==> src/unsigned_divide_with_fault_top_assert.svh <==
// Assertion macros for the unsigned divider.
`ifndef UNSIGNED_DIVIDE_WITH_FAULT_TOP_ASSERT_SVH
`define UNSIGNED_DIVIDE_WITH_FAULT_TOP_ASSERT_SVH

`ifndef SYNTHESIS
// Check a property on every rising clock edge outside reset.
`define UDF_ASSERT(lbl, clk, rst_n, prop) \
  lbl: assert property (@(posedge clk) disable iff (!rst_n) (prop)) \
    else $error("udf assertion failed");
// Check that a condition never holds outside reset.
`define UDF_ASSERT_NEVER(lbl, clk, rst_n, cond) \
  lbl: assert property (@(posedge clk) disable iff (!rst_n) !(cond)) \
    else $error("udf forbidden condition seen");
`else
`define UDF_ASSERT(lbl, clk, rst_n, prop)
`define UDF_ASSERT_NEVER(lbl, clk, rst_n, cond)
`endif

`endif

==> src/udf_pkg.sv <==
`default_nettype none
package udf_pkg;

  localparam int unsigned WordW = 32;
  localparam int unsigned NumCells = WordW;

  // Operand size codes carried with each request.
  localparam logic [1:0] CMD_SIZE8  = 2'd0;
  localparam logic [1:0] CMD_SIZE16 = 2'd1;
  localparam logic [1:0] CMD_SIZE32 = 2'd2;

  typedef enum logic [1:0] {
    FAULT_NONE = 2'd0,
    FAULT_ZERO = 2'd1,
    FAULT_OVFL = 2'd2
  } fault_e;

  // Data handed from one divider cell to the next.
  typedef struct packed {
    logic [1:0]       cmd;
    fault_e           fault;
    logic [WordW-1:0] rem;
    logic [WordW-1:0] low;
    logic [WordW-1:0] quo;
    logic [WordW-1:0] div;
  } stage_t;

  typedef struct packed {
    logic [WordW-1:0] quotient;
    logic [WordW-1:0] remainder;
    fault_e           fault;
  } result_t;

endpackage
`default_nettype wire

==> src/udf_out.sv <==
`default_nettype none
module udf_out (
  input  wire logic              clk_i,
  input  wire logic              rst_ni,
  input  wire logic              valid_i,
  input  wire udf_pkg::stage_t   stage_i,
  output logic                   en_o,
  output logic                   out_valid_o,
  input  wire logic              out_ready_i,
  output udf_pkg::result_t       result_o,
  output logic                   skid_valid_o
);
  import udf_pkg::*;

  result_t res_d;
  result_t out_q;
  result_t skid_q;
  logic    out_valid_q;
  logic    skid_valid_q;
  logic    load;
  logic    take;

  // Zero both results on a fault.
  always_comb begin
    res_d.fault = stage_i.fault;
    if (stage_i.fault == FAULT_NONE) begin
      res_d.quotient  = stage_i.quo;
      res_d.remainder = stage_i.rem;
    end else begin
      res_d.quotient  = '0;
      res_d.remainder = '0;
    end
  end

  assign en_o = !skid_valid_q;
  assign load = valid_i && en_o;
  assign take = out_ready_i || !out_valid_q;

  // Hold a finished request in the skid stage while the receiver stalls.
  always_ff @(posedge clk_i or negedge rst_ni) begin
    if (!rst_ni) begin
      out_valid_q  <= 1'b0;
      skid_valid_q <= 1'b0;
    end else if (take) begin
      if (skid_valid_q) begin
        out_valid_q  <= 1'b1;
        skid_valid_q <= 1'b0;
      end else begin
        out_valid_q <= load;
      end
    end else if (load) begin
      skid_valid_q <= 1'b1;
    end
  end

  always_ff @(posedge clk_i) begin
    if (take) begin
      if (skid_valid_q) begin
        out_q <= skid_q;
      end else if (load) begin
        out_q <= res_d;
      end
    end else if (load) begin
      skid_q <= res_d;
    end
  end

  assign out_valid_o  = out_valid_q;
  assign result_o     = out_q;
  assign skid_valid_o = skid_valid_q;

endmodule
`default_nettype wire

==> config.mk <==
export PLATFORM = sky130hd
export DESIGN_NAME = udf_out
export DESIGN_NICKNAME = d
export VERILOG_FILES = /design/src/unsigned_divide_with_fault_top_assert.svh /design/src/udf_pkg.sv /design/src/udf_out.sv
export SDC_FILE = /design/constraint.sdc
export NUM_CORES = 1
export LEC_CHECK = 0
export ABC_AREA = 1
export ABC_CLOCK_PERIOD_IN_PS = 7200
export BUFFER_PORTS_ARGS = -buffer_cell sky130_fd_sc_hd__buf_2
export CAP_MARGIN = 20
export CELL_PAD_IN_SITES_DETAIL_PLACEMENT = 2
export CELL_PAD_IN_SITES_GLOBAL_PLACEMENT = 2
export CORE_MARGIN = 1
export CORE_UTILIZATION = 28
export DETAILED_ROUTE_END_ITERATION = 12
export GPL_ROUTABILITY_DRIVEN = 0
export PLACE_DENSITY_LB_ADDON = 0.1
export SLEW_MARGIN = 0
export SYNTH_ARGS = -nofsm -noshare
export SYNTH_HDL_FRONTEND = slang
export SYNTH_SLANG_ARGS = --single-unit
==> constraint.sdc <==
create_clock -name clk_i -period 7.2 [get_ports clk_i]
set_input_delay 1.8 -clock clk_i [delete_from_list [all_inputs] [get_ports clk_i]]
set_output_delay 1.8 -clock clk_i [all_outputs]
set_load 0.005 [all_outputs]
==> results.sh <==
export IMPL_rows=53
export IMPL_yosysUniqueCellTypes=17
export IMPL_post_cts_buffers=0
export IMPL_grt_pass1_wl_um=23900
export IMPL_finalCriticalPeriod_ps=3540
export IMPL_critical_path_required_ps=7250
export IMPL_nNetsFinal=771
export IMPL_post_route_period_util_pct=49.2
export IMPL_netlist_area_sq_mm=0.00601
export IMPL_slew_headroom_pct=30.6
export IMPL_rsz0062_at_grt="false"
export IMPL_core_region_area_sq_mm=0.0210
export IMPL_die_x_um=149
export IMPL_synthCells=499
export IMPL_irDropWorstVdd_mv=0.152
export IMPL_clockBufferDepth=2
export IMPL_cp_arrival_ps=3600
export IMPL_num_vias=4018
export IMPL_synthToLayoutAreaGrowth_pct=22.2
export IMPL_cap_violations=0
export IMPL_yosys_register_bits=134
export IMPL_post_route_util_pct=34.9
export IMPL_setup_ws_ps=3660
export IMPL_cts_tree="built"
export IMPL_place_ws_ps=3120
export IMPL_portBuffers=138
export IMPL_fmax_mhz=282
export IMPL_detail_route_antenna_nets=0
export IMPL_drtPass1Iterations=4
export IMPL_cts_resized=0
export IMPL_finalMaxSlewViolations=0
export IMPL_tns_ps=0
export IMPL_setup_violations=0
export IMPL_routed_wirelength_um=15400
export IMPL_synth_seq_area_share_pct=66.8
export IMPL_start_kind="input pin"
export IMPL_grt_antenna_before_repair=1
export IMPL_cellLeakagePower_uw=0.00326
export IMPL_post_drt_wl_per_cell_um=16.6
export IMPL_place_area_sq_mm=0.00675
export IMPL_power_density_mw_per_mm2=273
export IMPL_drive_above_1_share_pct=36.0
export IMPL_clock_skew_ps=7.83
export IMPL_worstSetupPathType="input pin to flop"
export IMPL_viasPerCell=4.35
export IMPL_grt_use_total_pct=14.7
export IMPL_status="finished, final reports clean"
export IMPL_worst_pin_slew_ps=1040
export IMPL_stdcell_area_sq_mm=0.00734
export IMPL_drc=0
export IMPL_htreeDepth=4
export IMPL_synth_nets=635
export IMPL_worstSkewPairLatency_ps=420
export IMPL_hold_buffers=0
export IMPL_critPathMaxFanout=35
export IMPL_cts_sinks=134
export IMPL_hold_viol=0
export IMPL_chipHeight_um=149
export IMPL_syn_avg_cell_area_sq_um=12.0
export IMPL_drtIter0Drc=154
export IMPL_grt_ovfl_total=0
export IMPL_ios=205
export IMPL_synth_warnings=0
export IMPL_power_total_uw=2000
export IMPL_dpl_hpwl_um=9130
export IMPL_start_util_pct=28.6
export IMPL_dieArea_sq_mm=0.0221
export IMPL_clkSlewWorstSetupHoldPaths_ps=60
export IMPL_first_global_vias=4345
export IMPL_setup_worst_path_end_class="flop"
export IMPL_cts_root_buf="clkbuf_16"
export IMPL_cts_buffers=17
export IMPL_grt_max_degree=69
export IMPL_hold_class="flop to flop"
## placed cells by master (no fill, tap or decap), drive strengths merged
master | Yosys | routed
dfrtp | 2 | 2
buf | 23 | 145
edfxtp | 132 | 132
inv | 67 | 68
clkinvlp | 0 | 4
bufinv | 0 | 3
nor2 | 68 | 68
a21oi | 1 | 1
clkbuf | 5 | 18
nand2 | 137 | 137
nand3 | 64 | 64
clkinv | 0 | 6
diode | 0 | 1
## critical path, cell delays in order
cell	delay (ps)
buf_2	90
inv_1	110
nand2_1	130
nor2_4	820
buf_4	600
## Yosys cell counts
library cell | count | share of area, %
inv_1 | 65 | 4.1
nand3_1 | 10 | 0.83
clkbuf_8 | 3 | 0.69
buf_12 | 9 | 3.0
a21oi_1 | 1 | 0.083
clkbuf_1 | 2 | 0.12
inv_8 | 1 | 0.19
edfxtp_1 | 132 | 66
buf_8 | 1 | 0.25
nor2_1 | 67 | 4.2
buf_6 | 9 | 1.7
inv_2 | 1 | 0.062
nand2_1 | 137 | 8.6
nand3_2 | 54 | 9.0
nor2_4 | 1 | 0.19
dfrtp_1 | 2 | 0.83
buf_2 | 4 | 0.33
## area by class of cell
cell class | instances | area, sq um
well taps | 275 | 344
inverters | 67 | 259
multi-input cells | 270 | 1390
diodes | 1 | 2.50
clock inverters | 14 | 159
flip-flops and latches | 134 | 4020
clock buffers | 18 | 429
fillers | 2265 | 13700
repair buffers | 145 | 743
## stage by stage
| step | cells | hold WS [ps] |
|---|---|---|
| 2_1_floorplan | 499 | 490 |
| 3_3_place_gp | 891 | 497 |
| 3_5_place_dp | 891 | 510 |
| 4_1_cts | 923 | 525 |
| 5_1_grt | 923 | 537 |
| 6_report | 924 | 520 |
## cells by family after synthesis
kind of cell	count (synthesis)	synth area share, %
flip-flops	134	66.8
AND/OR/NAND/NOR	269	22.8
buffers and inverters	95	10.4
AO/OA/AOI/OAI	1	0.0832
## flip-flops by register name, summed over array words and instances, names as in the netlist
register,flops
skid_valid_o,1
result_o,66
out_valid_o,1
skid_q,66
## layer usage
layer / track usage [%] / part of all wire, % / wire (um)
met5: 0 / 0 / 0
met4: 4.79 / 1.3 / 203
met3: 4.82 / 5.7 / 869
met2: 24.7 / 49 / 7590
met1: 17.8 / 44 / 6680
## report_power, final
| group | switching (uW) | internal [uW] | leakage [uW] | total (uW) |
|---|---|---|---|---|
| sequential | 15.6 | 922 | 0.00129 | 938 |
| combinational | 126 | 61.4 | 0.00169 | 187 |
| clock | 338 | 541 | 0.000275 | 879 |
| total | 479 | 1520 | 0.00326 | 2000 |
## final timing paths
kind	startpoint	to	slack, ps	cells past startpoint
setup reg to reg	skid_valid_o	skid_q[9]	4150	4
max in group asynchronous	rst_ni	skid_valid_o	5940	1
hold reg to reg	skid_q[43]	result_o[43]	520	2
min in group asynchronous	rst_ni	out_valid_o	1150	1
setup / recovery	out_ready_i	skid_q[9]	3660	5
hold / removal	skid_q[43]	result_o[43]	520	2
No activity file was read; power rests on OpenSTA's default activity.
