**src/unsigned_divide_with_fault_top_assert.svh**
```systemverilog
// Assertion macros for the unsigned divider.
`ifndef UNSIGNED_DIVIDE_WITH_FAULT_TOP_ASSERT_SVH
`define UNSIGNED_DIVIDE_WITH_FAULT_TOP_ASSERT_SVH

`ifndef SYNTHESIS
// Check a property on every rising clock edge outside reset.
`define UDF_ASSERT(lbl, clk, rst_n, prop) \
  lbl: assert property (@(posedge clk) disable iff (!rst_n) (prop)) \
    else $error("udf assertion failed");
// Check that a condition never holds outside reset.
`define UDF_ASSERT_NEVER(lbl, clk, rst_n, cond) \
  lbl: assert property (@(posedge clk) disable iff (!rst_n) !(cond)) \
    else $error("udf forbidden condition seen");
`else
`define UDF_ASSERT(lbl, clk, rst_n, prop)
`define UDF_ASSERT_NEVER(lbl, clk, rst_n, cond)
`endif

`endif

```
**src/udf_pkg.sv**
```systemverilog
`default_nettype none
package udf_pkg;

  localparam int unsigned WordW = 32;
  localparam int unsigned NumCells = WordW;

  // Operand size codes carried with each request.
  localparam logic [1:0] CMD_SIZE8  = 2'd0;
  localparam logic [1:0] CMD_SIZE16 = 2'd1;
  localparam logic [1:0] CMD_SIZE32 = 2'd2;

  typedef enum logic [1:0] {
    FAULT_NONE = 2'd0,
    FAULT_ZERO = 2'd1,
    FAULT_OVFL = 2'd2
  } fault_e;

  // Data handed from one divider cell to the next.
  typedef struct packed {
    logic [1:0]       cmd;
    fault_e           fault;
    logic [WordW-1:0] rem;
    logic [WordW-1:0] low;
    logic [WordW-1:0] quo;
    logic [WordW-1:0] div;
  } stage_t;

  typedef struct packed {
    logic [WordW-1:0] quotient;
    logic [WordW-1:0] remainder;
    fault_e           fault;
  } result_t;

endpackage
`default_nettype wire

```
**src/udf_cell.sv**
```systemverilog
`default_nettype none
module udf_cell (
  input  wire logic                clk_i,
  input  wire logic                rst_ni,
  input  wire logic                en_i,
  input  wire logic [4:0]          idx_i,
  input  wire logic                valid_i,
  input  wire udf_pkg::stage_t     stage_i,
  output logic                     valid_o,
  output udf_pkg::stage_t          stage_o
);
  import udf_pkg::*;

  logic             active;
  logic [WordW:0]   shifted;
  logic [WordW:0]   diff;
  stage_t           stage_d;
  stage_t           stage_q;
  logic             valid_q;

  // Enable only the last n cells for an n-bit divide.
  always_comb begin
    case (stage_i.cmd)
      CMD_SIZE8:  active = (idx_i[4:3] == 2'b11);
      CMD_SIZE16: active = idx_i[4];
      default:    active = 1'b1;
    endcase
  end

  // One restoring step: shift in the next dividend bit, trial subtract.
  always_comb begin
    shifted = {stage_i.rem, stage_i.low[WordW-1]};
    diff    = shifted - {1'b0, stage_i.div};
    stage_d = stage_i;
    if (active) begin
      stage_d.low = {stage_i.low[WordW-2:0], 1'b0};
      if (!diff[WordW]) begin
        stage_d.rem = diff[WordW-1:0];
        stage_d.quo = {stage_i.quo[WordW-2:0], 1'b1};
      end else begin
        stage_d.rem = shifted[WordW-1:0];
        stage_d.quo = {stage_i.quo[WordW-2:0], 1'b0};
      end
    end
  end

  // Advance the request one cell when the chain moves.
  always_ff @(posedge clk_i or negedge rst_ni) begin
    if (!rst_ni) begin
      valid_q <= 1'b0;
    end else if (en_i) begin
      valid_q <= valid_i;
    end
  end

  always_ff @(posedge clk_i) begin
    if (en_i) begin
      stage_q <= stage_d;
    end
  end

  assign valid_o = valid_q;
  assign stage_o = stage_q;

endmodule
`default_nettype wire

```
**config.mk**
```make
export PLATFORM = sky130hd
export DESIGN_NAME = udf_cell
export DESIGN_NICKNAME = d
export VERILOG_FILES = /design/src/unsigned_divide_with_fault_top_assert.svh /design/src/udf_pkg.sv /design/src/udf_cell.sv
export SDC_FILE = /design/constraint.sdc
export NUM_CORES = 1
export LEC_CHECK = 0
export ABC_AREA = 0
export BUFFER_PORTS_ARGS = -buffer_cell sky130_fd_sc_hd__buf_2
export CORE_UTILIZATION = 30
export CTS_BUF_LIST = sky130_fd_sc_hd__clkbuf_16
export DETAILED_ROUTE_END_ITERATION = 10
export GPL_TIMING_DRIVEN = 0
export PLACE_DENSITY = 0.53
export SETUP_SLACK_MARGIN = 0.4
export SYNTH_ARGS = -nofsm -noshare
export SYNTH_HDL_FRONTEND = slang
export SYNTH_SLANG_ARGS = --single-unit
```
**constraint.sdc**
```tcl
create_clock -name clk_i -period 1.2 [get_ports clk_i]
set_input_delay 0.12 -clock clk_i [delete_from_list [all_inputs] [get_ports clk_i]]
set_output_delay 0.12 -clock clk_i [all_outputs]
set_load 0.01 [all_outputs]
```
==> results of run 1 <==
-- routing by layer --
metal	wire length, µm	vias to the layer above	global-route usage
met5	0	-	0
met4	611	0	0.07351
met3	1740	41	0.04188
met2	12880	273	0.3478
met1	10580	3436	0.2320
li1	-	3493	-
-- layout make-up --
type	instances	area, µm²
Fill cell	2092	10620
Inverter	44	182.7
Multi-Input combinational cell	538	4030
Sequential cell	133	3989
Timing Repair Buffer	412	3352
Buffer	38	536.8
Clock buffer	17	425.4
Tap cell	319	399.1
Clock inverter	15	146.4
-- flip-flops by register name, summed over array words and instances (netlist names) --
signal	flops
valid_o	1
stage_o	132
-- placed cells by master, fill, tap and decap left out, drive strengths merged, types with 18 or more instances in the layout --
cell	instances
a21oi	35
a31oi	26
buf	322
clkbuf	47
dlygate4sd3	97
edfxtp	132
ha	32
inv	53
nand2	246
nor2	49
o21ai	24
xnor2	18
-- timing repair --
action | in CTS | in global routing
hold buffers | 97 | 0
hold endpoints to repair | 98 | 0
setup buffers | 17 | 14
resized for setup | 171 | 128
gates cloned | 12 | 2
setup endpoints to repair | 308 | 228
pin swaps | 67 | 34
-- worst paths after layout --
path / slack [ns] / from / cells past startpoint / end
max: -1.21 / stage_i[110] / 14 / stage_o[109]
min: 0.02 / stage_i[94] / 3 / stage_o[95]
max reg2reg: 0.47 / valid_o / 1 / valid_o
min reg2reg: 0.50 / valid_o / 1 / valid_o
max in group asynchronous: 0.56 / rst_ni / 3 / valid_o
min in group asynchronous: 0.53 / rst_ni / 3 / valid_o
-- synth_stat cells (2+ instances only) --
library cell,instances
xnor2_1,18
a31oi_1,25
nor3_1,10
mux2i_1,3
buf_1,4
o31a_1,2
o221ai_1,2
ha_1,32
o21ai_0,16
o41ai_1,3
a21boi_0,4
nor2_1,49
nand2_1,246
nand2b_1,2
o21a_1,5
o211ai_1,4
nor2b_1,6
and3_1,5
nand3b_1,2
clkbuf_1,24
a21o_1,6
buf_2,8
edfxtp_1,132
xor2_1,7
o2111ai_1,2
o21bai_1,2
nand3_1,14
or3_1,3
inv_1,44
a21oi_1,33
o21ai_1,7
nand4_1,4
a311o_1,2
-- report_power, final --
part,internal (mW),total (mW),switching [mW]
combinational,2.46,4.89,2.43
clock,2.92,5.23,2.32
sequential,5.72,5.87,0.152
total,11.1,16.0,4.89
-- worst max-delay path, delay by kind of cell --
| family | cells | cell delay (ns) |
|---|---|---|
| xor gates and xnor gates | 1 | 0.18 |
| AOI/OAI and AO/OA | 6 | 1.11 |
| and+or+nand+nor | 2 | 0.24 |
| adders and majority gates | 1 | 0.32 |
| buffers and inverters | 4 | 0.55 |
-- kinds of logic after synthesis --
family | after synthesis | share of synthesized area
muxes | 4 | 0.005661
AOI/OAI and AO/OA | 129 | 0.1198
buffers and inverters | 82 | 0.04478
DFF | 133 | 0.5469
and+or+nand+nor | 346 | 0.1930
xor gates and xnor gates | 26 | 0.03225
adders and majority gates | 33 | 0.05764
-- metrics by stage --
step	total power, mW	utilization	cells
after floorplan	7.965	-	753
after global placement	9.329	0.4062	1341
after detailed placement	9.341	0.4076	1342
after CTS	15.63	0.5211	1500
after global routing	16.70	0.5515	1516
final	15.99	0.5515	1516
==> impl_metrics.yaml, run 1 <==
worst_setup_path:
  worstPathRequired_ns: 1.32
  cpMostUsedCell: "a31oi_4"
  crit_path_cell_trace: "buf_2 -> ha_4 -> nand4_1 -> a2111o_1 -> a31oi_4 -> o21ai_4 -> a21oi_4 -> a221oi_4 -> xor2_4 -> buf_12 -> buf_6 -> buf_8 -> nand2_4 -> a31oi_4"
  end_kind: "flop"
  cp-start-kind: "input pin"
  worst-setup-path-type: "input pin to flop"
  crit_path_max_incr_delay_ns: 0.37
  crit_fanout: 8
  worstPathArrival_ns: 2.53
  worst_path_max_delay_cell: "a2111o_1"
sta:
  max_slew_margin: 0.4395
  fin_crit_ns: 2.412
  finClkSkew_ns: 0
  report.final.slew_viol_count: 0
  rsz0062_at_grt: "true"
  fmax_mhz: 414.6
  period_share: 2.010
  worstMarginPinSlew_ns: 0.8408
  fin_setup_tns_ns: -37.09
  whs_ns: 0.01541
  hold_viol: 0
  finalSetupViolations: 33
  worst_slack_ns: -1.212
clock_tree:
  cts.htree.levels: 4
  path_clk_slew_ns: 0.06
  clk_latency_ns: 0.42
  clock_path_buffers: 2
  cts-buffers-inserted: 17
  cts_tree: "yes"
  cts_sinks: 133
  cts.root.buffer_cell: "clkbuf_16"
placed_design:
  gp_congestion: 0.8715
  portBuffers: 269
  place_ws_ns: -1.996
  dp_hpwl_mm: 16.64
  postPlaceCellArea_mm2: 0.009653
final_layout:
  final_cell_area_mm2: 0.01306
  drive_above_1_share: 0.4745
  syn_to_final_growth_pct: 79.09
  diodes: 0
  nets: 1358
yosys:
  synth_top_cell_by_area: "edfxtp_1"
  synth_edf_count: 132
  yosys-top-cells-area: "edfxtp_1 54%, nand2_1 13%, ha_1 5.5%"
  synth_seq_cells: 133
  syn_avg_cell_area_um2: 9.686
  ys_seq_area_frac: 0.5469
  syn_area_mm2: 0.007293
  syn-num-nets: 927
  synth_top_area_share: 0.5435
  ys_types: 60
  synthFlopType: "edfxtp_1"
  yosysWarnings: 0
  syn_inst: 753
  ys_async_sr_fraction: 0.007519
detailed_routing:
  final_antenna_net_count: 0
  dr.first_iter.drc_count: 419
  drc: 0
  first_pass_iters: 6
  wirelength_mm: 25.81
  wl_per_cell_um: 17.03
  via_count: 7243
  avgViaCountPerCell: 4.778
global_routing:
  gr-total-overflow: 0
  grt_max_degree: 56
  first_global_vias: 7090
  antenna_found_initial: 0
  grt_usage: 0.1966
  grt_pass1_wl_mm: 36.83
power:
  peakVddDrop_v: 0.0008378
  leakage_nw: 5.686
  power.density_mw_per_mm2: 1224
floorplan:
  core_mm2: 0.02368
  num_rows: 56
  ios: 274
  start_util: 0.3080
  dieArea_mm2: 0.02494
  die_w_um: 157.9
  die-height_um: 157.9
hold_path:
  min_path_type: "input pin to flop"
status:
  status: "complete, but fails checks"
  violations: "negative setup slack"
flow_run:
  cap_violations: 0
(Power assumes the default switching activity.)
==> inputs of run 2 (changes only) <==
--- a/config.mk
+++ b/config.mk
@@ -5,13 +5,13 @@
 export SDC_FILE = /design/constraint.sdc
 export NUM_CORES = 1
 export LEC_CHECK = 0
-export ABC_AREA = 0
+export ABC_AREA = 1
 export BUFFER_PORTS_ARGS = -buffer_cell sky130_fd_sc_hd__buf_2
 export CORE_UTILIZATION = 30
 export CTS_BUF_LIST = sky130_fd_sc_hd__clkbuf_16
 export DETAILED_ROUTE_END_ITERATION = 10
 export GPL_TIMING_DRIVEN = 0
-export PLACE_DENSITY = 0.53
+export PLACE_DENSITY = 0.52
 export SETUP_SLACK_MARGIN = 0.4
 export SYNTH_ARGS = -nofsm -noshare
 export SYNTH_HDL_FRONTEND = slang
==> run 2 against run 1 <==
The flow still finishes with violations (negative setup slack). Final cell count up 23%. Critical path type unchanged. Wire length is 14% higher. Maximum frequency increased by 29%. Largest power group unchanged. Sequential cell count did not move.
==> impl_metrics.yaml, run 2 <==
floorplan:
  die_w_um: 169.2
  ios: 274
  dieArea_mm2: 0.02861
  core_mm2: 0.02718
  die-height_um: 169.2
  start_util: 0.3084
  num_rows: 60
detailed_routing:
  final_antenna_net_count: 0
  avgViaCountPerCell: 4.484
  dr.first_iter.drc_count: 419
  wl_per_cell_um: 15.84
  wirelength_mm: 29.51
  first_pass_iters: 5
  via_count: 8353
  drc: 0
sta:
  period_share: 1.559
  max_slew_margin: 0.5332
  fin_crit_ns: 1.870
  finClkSkew_ns: 0
  report.final.slew_viol_count: 0
  finalSetupViolations: 33
  fmax_mhz: 534.7
  rsz0062_at_grt: "true"
  hold_viol: 0
  worstMarginPinSlew_ns: 0.7002
  fin_setup_tns_ns: -19.61
  whs_ns: 0.009729
  worst_slack_ns: -0.6704
worst_setup_path:
  regToRegSetupSlack_ns: 0.46
  r2r_end: "valid_o"
  worst-setup-path-type: "input pin to flop"
  worstPathArrival_ns: 2.05
  r2r-start: "valid_o"
  cp_num_buf_inv: 5
  crit_family: "simple AND/OR/NAND/NOR gates"
  cpMostUsedCell: "nand2_4"
  cp-start-kind: "input pin"
  crit_path_max_incr_delay_ns: 0.34
  end_kind: "flop"
  crit_fanout: 6
  worstPathRequired_ns: 1.38
  crit_path_cell_trace: "buf_12 -> inv_12 -> ha_4 -> fa_2 -> inv_2 -> nand2_2 -> nand2_2 -> nand3_2 -> nand2_4 -> nand2_2 -> nand2_4 -> nand2_4 -> nand2_4 -> nand2_8 -> nand2_8 -> buf_12 -> buf_16 -> nand2_4 -> nand3_2 -> nand2_1"
  rr_worst_depth: 1
  worst_path_max_delay_cell: "fa_2"
global_routing:
  grt_pass1_wl_mm: 43.40
  grt_max_degree: 94
  grt_usage: 0.2002
  antenna_found_initial: 1
  first_global_vias: 8126
  gr-total-overflow: 0
yosys:
  synth_top_cell_by_area: "edfxtp_1"
  synthFlopType: "edfxtp_1"
  synth_edf_count: 132
  ys_types: 28
  ys_seq_area_frac: 0.4759
  yosysWarnings: 0
  syn-num-nets: 1274
  synth_seq_cells: 133
  synth.most_common_cell: "nand2_1"
  ys_async_sr_fraction: 0.007519
  synth_top_area_share: 0.4729
  syn_avg_cell_area_um2: 7.620
  synth_common_cells: "430 x nand2_1, 219 x inv_1, 132 x edfxtp_1"
  syn_inst: 1100
  syn_area_mm2: 0.008382
  yosys-top-cells-area: "edfxtp_1 47%, nand2_1 19%, inv_1 9.8%"
final_layout:
  final_cell_area_mm2: 0.01295
  fin_cells: 1863
  layout_common_cells: "351 x nand2_1, 233 x buf_2, 216 x inv_1"
  final_common_cell: "nand2_1"
  drive_above_1_share: 0.3340
  largest_register_ffs: 132
  nets: 1652
  diodes: 0
  final_core_util: 0.4767
  syn_to_final_growth_pct: 54.55
flow_run:
  cap_violations: 0
clock_tree:
  clock_path_buffers: 2
  path_clk_slew_ns: 0.07
  cts.root.buffer_cell: "clkbuf_16"
  cts-buffers-inserted: 17
  cts_tree: "yes"
  clk_latency_ns: 0.42
  cts.htree.levels: 4
  cts_sinks: 133
placed_design:
  place_ws_ns: -1.479
  gp_congestion: 0.9010
  portBuffers: 270
  place_inst: 1743
  dp_hpwl_mm: 21.98
  postPlaceCellArea_mm2: 0.01031
hold_path:
  min_path_type: "input pin to async pin"
power:
  clkPwrFrac: 0.342
  p_int_mw: 10.73
  power_switching_share: 0.3169
  leakage_nw: 6.533
  totalPowerFinal_mw: 15.71
  peakVddDrop_v: 0.0007450
  comb_power_share: 0.286
  switchingPower_mw: 4.978
  seq_power_share: 0.372
  power.density_mw_per_mm2: 1213
status:
  violations: "negative setup slack"
  status: "complete, but fails checks"
[run 2: area by class of cell]
type	count	area, µm²
plain buffers	29	306.5
fillers	2729	14220
inverters	223	862.1
repair buffers	359	2595
clock inverters	15	157.7
multi-input cells	715	4153
flip-flops and latches	133	3989
well taps	372	465.4
clock buffers	17	425.4
[run 2: power by group through the flow]
stage / registers, mW / clock network, mW / logic, mW
after floorplan: 6.18 / 0 / 1.72
after global placement: 5.92 / 0 / 3.41
after detailed placement: 5.91 / 0 / 3.43
after CTS: 5.84 / 5.51 / 4.12
after global routing: 5.88 / 5.70 / 4.94
final: 5.84 / 5.37 / 4.50
[run 2: cell families after synthesis]
kind of cell | Yosys count | share of synthesized area
adder cells (fa/ha/maj) | 33 | 0.05016
buffers and inverters | 252 | 0.1161
AO/OA/AOI/OAI | 88 | 0.05314
XOR/XNOR | 15 | 0.01567
flip-flops | 133 | 0.4759
multiplexers | 1 | 0.001343
AND/OR/NAND/NOR | 578 | 0.2877
[run 2: how the worst max path moves through the flow]
stage / startpoint / end / depth (start not counted)
floorplan: stage_i[95] / stage_o[111] / 18
global placement: en_i / valid_o / 2
detailed placement: stage_i[95] / stage_o[112] / 19
CTS: stage_i[95] / stage_o[107] / 20
global route: stage_i[12] / stage_o[108] / 18
finish: stage_i[95] / stage_o[107] / 20
[run 2: per-layer routing]
metal | vias up | global-route usage | share of wire
met5 | - | 0 | 0.00034
met4 | 2 | 0.05092 | 0.015
met3 | 24 | 0.03871 | 0.056
met2 | 256 | 0.3629 | 0.49
met1 | 3857 | 0.2416 | 0.43
li1 | 4214 | - | -
[run 2: timing repair]
action / 4_1_cts / 5_1_grt
hold endpoints to repair: 76 / 1
pin swaps: 19 / 44
hold buffers: 68 / 1
cloned: 2 / 3
resized for setup: 130 / 175
endpoints found under the setup margin: 297 / 299
buffers inserted: 9 / 5
